**src/rtl/vtp_pkg.sv**
```systemverilog
// ----------------------------------------------------------------------------
// vtp_pkg
// Shared types and constants for the version tag parser.
// ----------------------------------------------------------------------------
`default_nettype none

package vtp_pkg;

    localparam int TAG_LENGTH = 16;
    localparam int POS_W      = 5;
    localparam int MARK_W     = $clog2(TAG_LENGTH);

    localparam logic [POS_W-1:0] POS_MAX     = {POS_W{1'b1}};
    localparam logic [7:0]       CH_V        = 8'h56;
    localparam logic [7:0]       CH_DOT      = 8'h2E;
    localparam logic [7:0]       CH_ZERO     = 8'h30;
    localparam logic [7:0]       CH_NINE     = 8'h39;
    localparam logic [15:0]      BAD_VERSION = 16'hFFFF;
    localparam logic [7:0]       ACC_LIMIT   = 8'd10;

    typedef enum logic [1:0] {
        PH_MAJOR = 2'd0,
        PH_MINOR = 2'd1,
        PH_DOT2  = 2'd2,
        PH_PATCH = 2'd3
    } t_phase;

    typedef struct packed {
        t_phase              phase;
        logic [POS_W-1:0]    position;
        logic [MARK_W-1:0]   marker_pos;
        logic [7:0]          major_acc;
        logic [7:0]          minor_acc;
        logic [7:0]          patch_acc;
        logic                run_stopped;
        logic                dot_pending;
        logic                error_flag;
    } t_state;

    localparam t_state STATE_RESET = '{
        phase:       PH_MAJOR,
        position:    '0,
        marker_pos:  '0,
        major_acc:   '0,
        minor_acc:   '0,
        patch_acc:   '0,
        run_stopped: 1'b0,
        dot_pending: 1'b0,
        error_flag:  1'b0
    };

    function automatic logic is_digit(input logic [7:0] c);
        return (c >= CH_ZERO) && (c <= CH_NINE);
    endfunction

    function automatic logic [11:0] times_ten_plus(input logic [7:0] acc,
                                                   input logic [7:0] c);
        logic [7:0] d;
        d = c - CH_ZERO;
        return ({1'b0, acc, 3'b000} + {3'b000, acc, 1'b0}) + {4'b0000, d};
    endfunction

    function automatic logic [7:0] sat_acc(input logic [7:0] acc, input logic [7:0] c);
        logic [11:0] v;
        v = times_ten_plus(acc, c);
        return (v > 12'd255) ? 8'hFF : v[7:0];
    endfunction

endpackage

`default_nettype wire

```
**src/rtl/version_tag_parser.sv**
```systemverilog
// ----------------------------------------------------------------------------
// version_tag_parser
// Parses a file-name version tag and reports major*256 + minor*10 + patch.
// ----------------------------------------------------------------------------
// The block takes one tag byte per cycle while s_axis_tready is high and
// computes its next parse state in the same cycle; the result is valid in the
// cycle after the final byte. The result sits in an output register;
// a new byte is taken whenever that register is empty or is being drained.
`default_nettype none

module version_tag_parser (
    input  wire logic        i_clk,
    input  wire logic        i_rst_n,
    input  wire logic        s_axis_tvalid,
    output logic             s_axis_tready,
    input  wire logic [7:0]  s_axis_tdata,   // [7:0] char_in
    input  wire logic        s_axis_tlast,   // last
    output logic             m_axis_tvalid,
    input  wire logic        m_axis_tready,
    output logic [15:0]      m_axis_tdata,   // [15:0] version
    output logic [0:0]       m_axis_tuser    // [0] valid_res
);

    vtp_pkg::t_state r_state;
    vtp_pkg::t_state n_state;
    logic [15:0]     n_version;
    logic            n_ok;
    logic            r_out_valid;
    logic [15:0]     r_version;
    logic            r_ok;
    logic            accept;

    assign s_axis_tready = !r_out_valid || m_axis_tready;
    assign accept        = s_axis_tvalid && s_axis_tready;

    vtp_step u_step (
        .i_state   (r_state),
        .i_char    (s_axis_tdata),
        .i_last    (s_axis_tlast),
        .o_state   (n_state),
        .o_version (n_version),
        .o_ok      (n_ok)
    );

    always_ff @(posedge i_clk) begin
        if (!i_rst_n) begin
            r_state     <= vtp_pkg::STATE_RESET;
            r_out_valid <= 1'b0;
        end else begin
            if (accept) begin
                r_state <= n_state;
            end
            if (accept && s_axis_tlast) begin
                r_out_valid <= 1'b1;
            end else if (m_axis_tready) begin
                r_out_valid <= 1'b0;
            end
        end
    end

    always_ff @(posedge i_clk) begin
        if (accept && s_axis_tlast) begin
            r_version <= n_version;
            r_ok      <= n_ok;
        end
    end

    assign m_axis_tvalid   = r_out_valid;
    assign m_axis_tdata    = r_version;
    assign m_axis_tuser[0] = r_ok;

endmodule

`default_nettype wire

```
**src/rtl/vtp_step.sv**
```systemverilog
// ----------------------------------------------------------------------------
// vtp_step
// Next-state and result logic for one tag byte.
// ----------------------------------------------------------------------------
`default_nettype none

module vtp_step (
    input  var vtp_pkg::t_state i_state,
    input  wire logic [7:0]     i_char,
    input  wire logic           i_last,
    output vtp_pkg::t_state     o_state,
    output logic [15:0]         o_version,
    output logic                o_ok
);

    vtp_pkg::t_state s;
    logic [vtp_pkg::POS_W-1:0] mark_ext;
    logic [vtp_pkg::POS_W-1:0] mark_dist;
    logic                      digit;
    logic [7:0]                minor_x10;

    always_comb begin
        s         = i_state;
        digit     = vtp_pkg::is_digit(i_char);
        mark_ext  = vtp_pkg::POS_W'(i_state.marker_pos);
        mark_dist = i_state.position - mark_ext;

        if (i_state.position >= vtp_pkg::POS_W'(vtp_pkg::TAG_LENGTH)) begin
            s.error_flag = 1'b1;
        end

        if (!s.error_flag) begin
            unique case (i_state.phase)
                vtp_pkg::PH_MAJOR: begin
                    if (i_char == vtp_pkg::CH_V) begin
                        s.marker_pos  = i_state.position[vtp_pkg::MARK_W-1:0];
                        s.major_acc   = '0;
                        s.run_stopped = 1'b0;
                    end else if (i_char == vtp_pkg::CH_DOT) begin
                        if (i_state.marker_pos == '0 || mark_dist < vtp_pkg::POS_W'(2)) begin
                            s.error_flag = 1'b1;
                        end else begin
                            s.phase       = vtp_pkg::PH_MINOR;
                            s.marker_pos  = i_state.position[vtp_pkg::MARK_W-1:0];
                            s.run_stopped = 1'b0;
                        end
                    end else if (!i_state.run_stopped && digit) begin
                        s.major_acc = 8'(vtp_pkg::times_ten_plus(i_state.major_acc, i_char));
                    end else begin
                        s.run_stopped = 1'b1;
                    end
                end
                vtp_pkg::PH_MINOR: begin
                    if (i_char == vtp_pkg::CH_DOT) begin
                        if (mark_dist == vtp_pkg::POS_W'(1) ||
                            i_state.minor_acc >= vtp_pkg::ACC_LIMIT) begin
                            s.error_flag = 1'b1;
                        end else begin
                            s.phase       = vtp_pkg::PH_DOT2;
                            s.marker_pos  = i_state.position[vtp_pkg::MARK_W-1:0];
                            s.run_stopped = 1'b0;
                            if (i_last) begin
                                s.error_flag = 1'b1;
                            end
                        end
                    end else if (!i_state.run_stopped && digit) begin
                        s.minor_acc = vtp_pkg::sat_acc(i_state.minor_acc, i_char);
                    end else begin
                        s.run_stopped = 1'b1;
                    end
                end
                vtp_pkg::PH_DOT2, vtp_pkg::PH_PATCH: begin
                    s.phase = vtp_pkg::PH_PATCH;
                    if (!i_state.run_stopped) begin
                        if (i_char == vtp_pkg::CH_DOT) begin
                            if (i_state.dot_pending) begin
                                s.run_stopped = 1'b1;
                            end else begin
                                s.dot_pending = 1'b1;
                            end
                        end else if (digit) begin
                            s.dot_pending = 1'b0;
                            s.patch_acc   = vtp_pkg::sat_acc(i_state.patch_acc, i_char);
                        end else begin
                            s.run_stopped = 1'b1;
                        end
                    end
                end
                default: begin
                    s.error_flag = 1'b1;
                end
            endcase
        end

        if (i_state.position < vtp_pkg::POS_MAX) begin
            s.position = i_state.position + vtp_pkg::POS_W'(1);
        end

        o_ok = !s.error_flag && (s.phase == vtp_pkg::PH_PATCH) &&
               (s.patch_acc < vtp_pkg::ACC_LIMIT);
        minor_x10 = {s.minor_acc[4:0], 3'b000} + {s.minor_acc[6:0], 1'b0};
        if (o_ok) begin
            o_version = {s.major_acc, 8'h00} + {8'h00, minor_x10} + {8'h00, s.patch_acc};
        end else begin
            o_version = vtp_pkg::BAD_VERSION;
        end

        o_state = i_last ? vtp_pkg::STATE_RESET : s;
    end

endmodule

`default_nettype wire
```
**config.mk**
```make
export PLATFORM = sky130hd
export DESIGN_NAME = version_tag_parser
export DESIGN_NICKNAME = d
export VERILOG_FILES = /design/src/rtl/vtp_pkg.sv /design/src/rtl/version_tag_parser.sv /design/src/rtl/vtp_step.sv
export SDC_FILE = /design/constraint.sdc
export NUM_CORES = 1
export LEC_CHECK = 0
export BUFFER_PORTS_ARGS = -buffer_cell sky130_fd_sc_hd__buf_2
export CAP_MARGIN = 5
export CELL_PAD_IN_SITES_DETAIL_PLACEMENT = 1
export CELL_PAD_IN_SITES_GLOBAL_PLACEMENT = 2
export CORE_UTILIZATION = 42
export DETAILED_ROUTE_END_ITERATION = 16
export PLACE_DENSITY = 0.95
export SETUP_SLACK_MARGIN = 0.02
export SLEW_MARGIN = 20
export SYNTH_ARGS = -nofsm -noshare
export SYNTH_HDL_FRONTEND = slang
export SYNTH_SLANG_ARGS = --single-unit
```
**constraint.sdc**
```tcl
create_clock -name i_clk -period 12.6 [get_ports i_clk]
set_input_delay 2.52 -clock i_clk [delete_from_list [all_inputs] [get_ports i_clk]]
set_output_delay 2.52 -clock i_clk [all_outputs]
set_load 0.005 [all_outputs]
```
==> impl_results.md <==
- Number of buffers inserted by port buffering: 31
- Pins over their slew limit: 0
- Share of Yosys cell area claimed by the top area cell type: 0.163
- Critical setup path kind: input port to register
- HPWL after detailed placement: 10100 µm
- Design internal power: 289 µW
- Violation count after the first detailed-route iteration: 150
- CP max FO: 7
- Ant. Diodes: 0
- Endpoint class of the critical path: register
- Setup repair after global routing missed its margin: false
- VDD IR max: 0.0000496 V
- Post-DR vias/cell: 5.86
- Post-CTS setup buffer count: 0
- Post-Syn Area per Cell: 9.05 µm²
- Inserted Clock Buffers: 5
- Count of buffering cells on the critical path with inverters included: 3
- Number of synthesized register bits: 56
- Portion of the clock cycle consumed by the worst path in the final layout: 0.651
- Most instantiated flip-flop cell in the synthesis netlist: dfxtp_1
- Sequential share of power: 0.479
- Hold buffers post-CTS: 0
- Count of vias placed by the detailed router: 4056
- Worst clock skew: 0.00758 ns
- Source-to-sink clock delay at the later pin of the worst-skew pair: 0.30 ns
- TritonCTS clock tree: yes
- First-pass GRT wire length: 21700 µm
- Power after layout: 392 µW
- Slowest stage cell, crit path: fa_1
- Leakage power: 2.14 nW
- Placeable Area: 11000 µm²
- Switching power summed over all nets: 103 µW
- Synthesis warning total: 0
- Switching portion of total power: 0.264
- Y dimension of the die: 109 µm
- Cells taking the most area after synthesis: dfxtp_1, ha_1, edfxtp_1
- Actual transition at the worst max-transition pin: 1.14 ns
- Startpoint type of the worst setup path: input port
- Seq/Total Area, Yosys: 0.270
- Quantity of gates resized following cts: 0
- I/O pin count: 32
- Number of antenna violations at the first check in global routing: 0
- Fraction of synthesis flops using an asynchronous set or reset pin: 0
- Combinational Power Share: 0.120
- Count of maximum capacitance violations: 0
- Crit path cell chain: buf_2 -> inv_1 -> ha_1 -> inv_1 -> fa_1 -> ha_1 -> o21ai_0 -> a21boi_0 -> nand4b_1 -> o22ai_1 -> nand2_1 -> o22a_1 -> ha_1 -> fa_1 -> a21o_1 -> a21oi_1 -> xnor2_1 -> xnor2_1 -> ha_1 -> a31oi_1 -> nor4_2 -> nand3b_1 -> xor2_1 -> nand2_1
- Number of unique standard cell types used by synthesis: 69
- Die area: 11800 µm²
- Core Util, Final: 0.474
- Pre-antenna DRT Iters: 4
- Post-Route Setup TNS: 0 ns
- Total standard cell area after synthesis: 4790 µm²
- # H-tree levels: 2
- GR Util All Layers: 0.237
- Maximum achievable frequency: 122 MHz
- Share of total power in the clock network: 0.401
- Initial Utilization: 0.436
- Class of the tightest hold or removal check: register to register
- Reg clk slew, reported paths: 0.08 ns
- EDFF count, synth: 17
- Outcome: completed
- Row count: 38
- Delay contributed by the slowest stage of the critical path: 0.49 ns
- Total wirelength of the detailed-routed design: 13100 µm
- Ratio of cells with drive above 1 in the final layout: 0.0906
- Post-synthesis cell count: 529
- Total global routing overflow: 0
- Max transition margin: 0.238
- Crit path required time: 12.61 ns
- CP most frequent cell: ha_1
- Number of global-route vias before repair: 4187
- Setup violations, final: 0
- Number of failing hold endpoints at the final stage: 0
- Post-layout net count: 632
- DR WL/cell: 18.9 µm
- Top Family by Delay on Critical Path: adder cells
- Number of buffers on the longest clock path: 2
- Critical path data arrival time: 8.21 ns
- Sinks on Clock Net: 56
- Total power density per cell area: 75.3 nW/µm²
- Final ANT Viol Nets: 0
- Number of nets produced by synthesis: 610
- Pin count of the biggest net entering global routing: 33
- Post-route DRC: 0
- Setup WS pre-CTS: 4.09 ns
- Post-route cell area: 5200 µm²
- Top cell type by total area after synthesis: dfxtp_1
- Die X: 109 µm
- Placed Area: 5040 µm²
- Slack of the critical path: 4.40 ns
- Syn-to-layout area delta: 8.73%
- Post-layout min period: 8.20 ns
- Root buffer selected by CTS: clkbuf_16
- Final RePlAce weighted congestion: 0.870
==> metrics by stage <==
step / instances / hold slack [ns]
2_1_floorplan: 529 / 0.448
3_3_place_gp: 684 / 0.465
3_5_place_dp: 684 / 0.480
4_1_cts: 692 / 0.491
5_1_grt: 692 / 0.519
6_report: 692 / 0.486
==> logic make-up after synthesis <==
kind of cell	after synthesis	synth area share
and+or+nand+nor	162	0.182
AOI/OAI and AO/OA	145	0.214
buffers and inverters	57	0.0476
xor gates and xnor gates	34	0.0622
adders and majority gates	68	0.209
DFF	56	0.270
muxes	7	0.0149
==> cell type report <==
cell class,instances,area [µm²]
Clock buffer,6,150
Clock inverter,2,11.3
Fill cell,1268,5780
Inverter,41,154
Multi-Input combinational cell,416,3270
Sequential cell,56,1290
Tap cell,140,175
Timing Repair Buffer,31,155
==> flip-flops by register name, summed over array words and instances (netlist names) <==
name / flops
m_axis_tvalid: 1
r_state: 38
m_axis_tdata: 16
m_axis_tuser: 1
==> metal layers <==
metal,global-route usage,up-vias,part of all wire
li1,-,1957,-
met1,0.296,1984,0.44
met2,0.409,87,0.49
met3,0.0281,28,0.030
met4,0.103,0,0.038
met5,0,-,0
==> Yosys cell counts (12+ instances only) <==
cell      count
a21o_1       12
dfxtp_1      39
clkbuf_1     12
inv_1        41
xnor2_1      22
nor2b_1      14
o21ai_0      26
edfxtp_1     17
nand2_1      42
a21oi_1      23
nand2b_1     13
fa_1         20
nor2_1       33
ha_1         48
xor2_1       12
==> layout by cell type, fill, tap and decap left out, types with 13 or more instances in the layout <==
cell	netlist	final
dfxtp_1	39	39
a21oi_1	23	23
nand2b_1	13	13
fa_1	20	20
nor2_1	33	33
xnor2_1	22	22
o21ai_0	26	26
ha_1	48	48
buf_2	1	31
edfxtp_1	17	17
inv_1	41	41
nor2b_1	14	14
nand2_1	42	42
==> worst register-to-register path, cell delays in order, from the launching register on <==
cell and delay, ns:
dfxtp_1 0.39, fa_1 0.55, inv_1 0.07, fa_1 0.45, nor2b_1 0.15, o21ai_0 0.11, a21boi_0 0.30, nand4b_1 0.14
o22ai_1 0.27, nand2_1 0.24, o22a_1 0.27, ha_1 0.24, fa_1 0.41, a21o_1 0.20, a21oi_1 0.19, xnor2_1 0.17
xnor2_1 0.12, ha_1 0.35, a31oi_1 0.13, nor4_2 0.48, nand3b_1 0.15, xor2_1 0.15, nand2_1 0.08
==> power groups by stage <==
stage,combinational (mW),clock [mW],sequential (mW)
6_report,0.0470,0.157,0.188
5_1_grt,0.0519,0.164,0.188
4_1_cts,0.0467,0.158,0.188
3_5_place_dp,0.0462,0,0.192
3_3_place_gp,0.0446,0,0.192
2_1_floorplan,0.0308,0,0.192
==> worst paths after layout <==
check                            from  slack, ns  cells past startpoint                        endpoint
max                   s_axis_tdata[4]       4.40                     24  m_axis_tdata[15]$_SDFFCE_PN1P_
min          r_state[30]$_SDFFE_PN0P_       0.49                      2        r_state[30]$_SDFFE_PN0P_
max reg2reg  r_state[13]$_SDFFE_PN0P_       6.69                     22  m_axis_tdata[15]$_SDFFCE_PN1P_
min reg2reg  r_state[30]$_SDFFE_PN0P_       0.49                      2        r_state[30]$_SDFFE_PN0P_
Power figures use the tool's default switching activity.
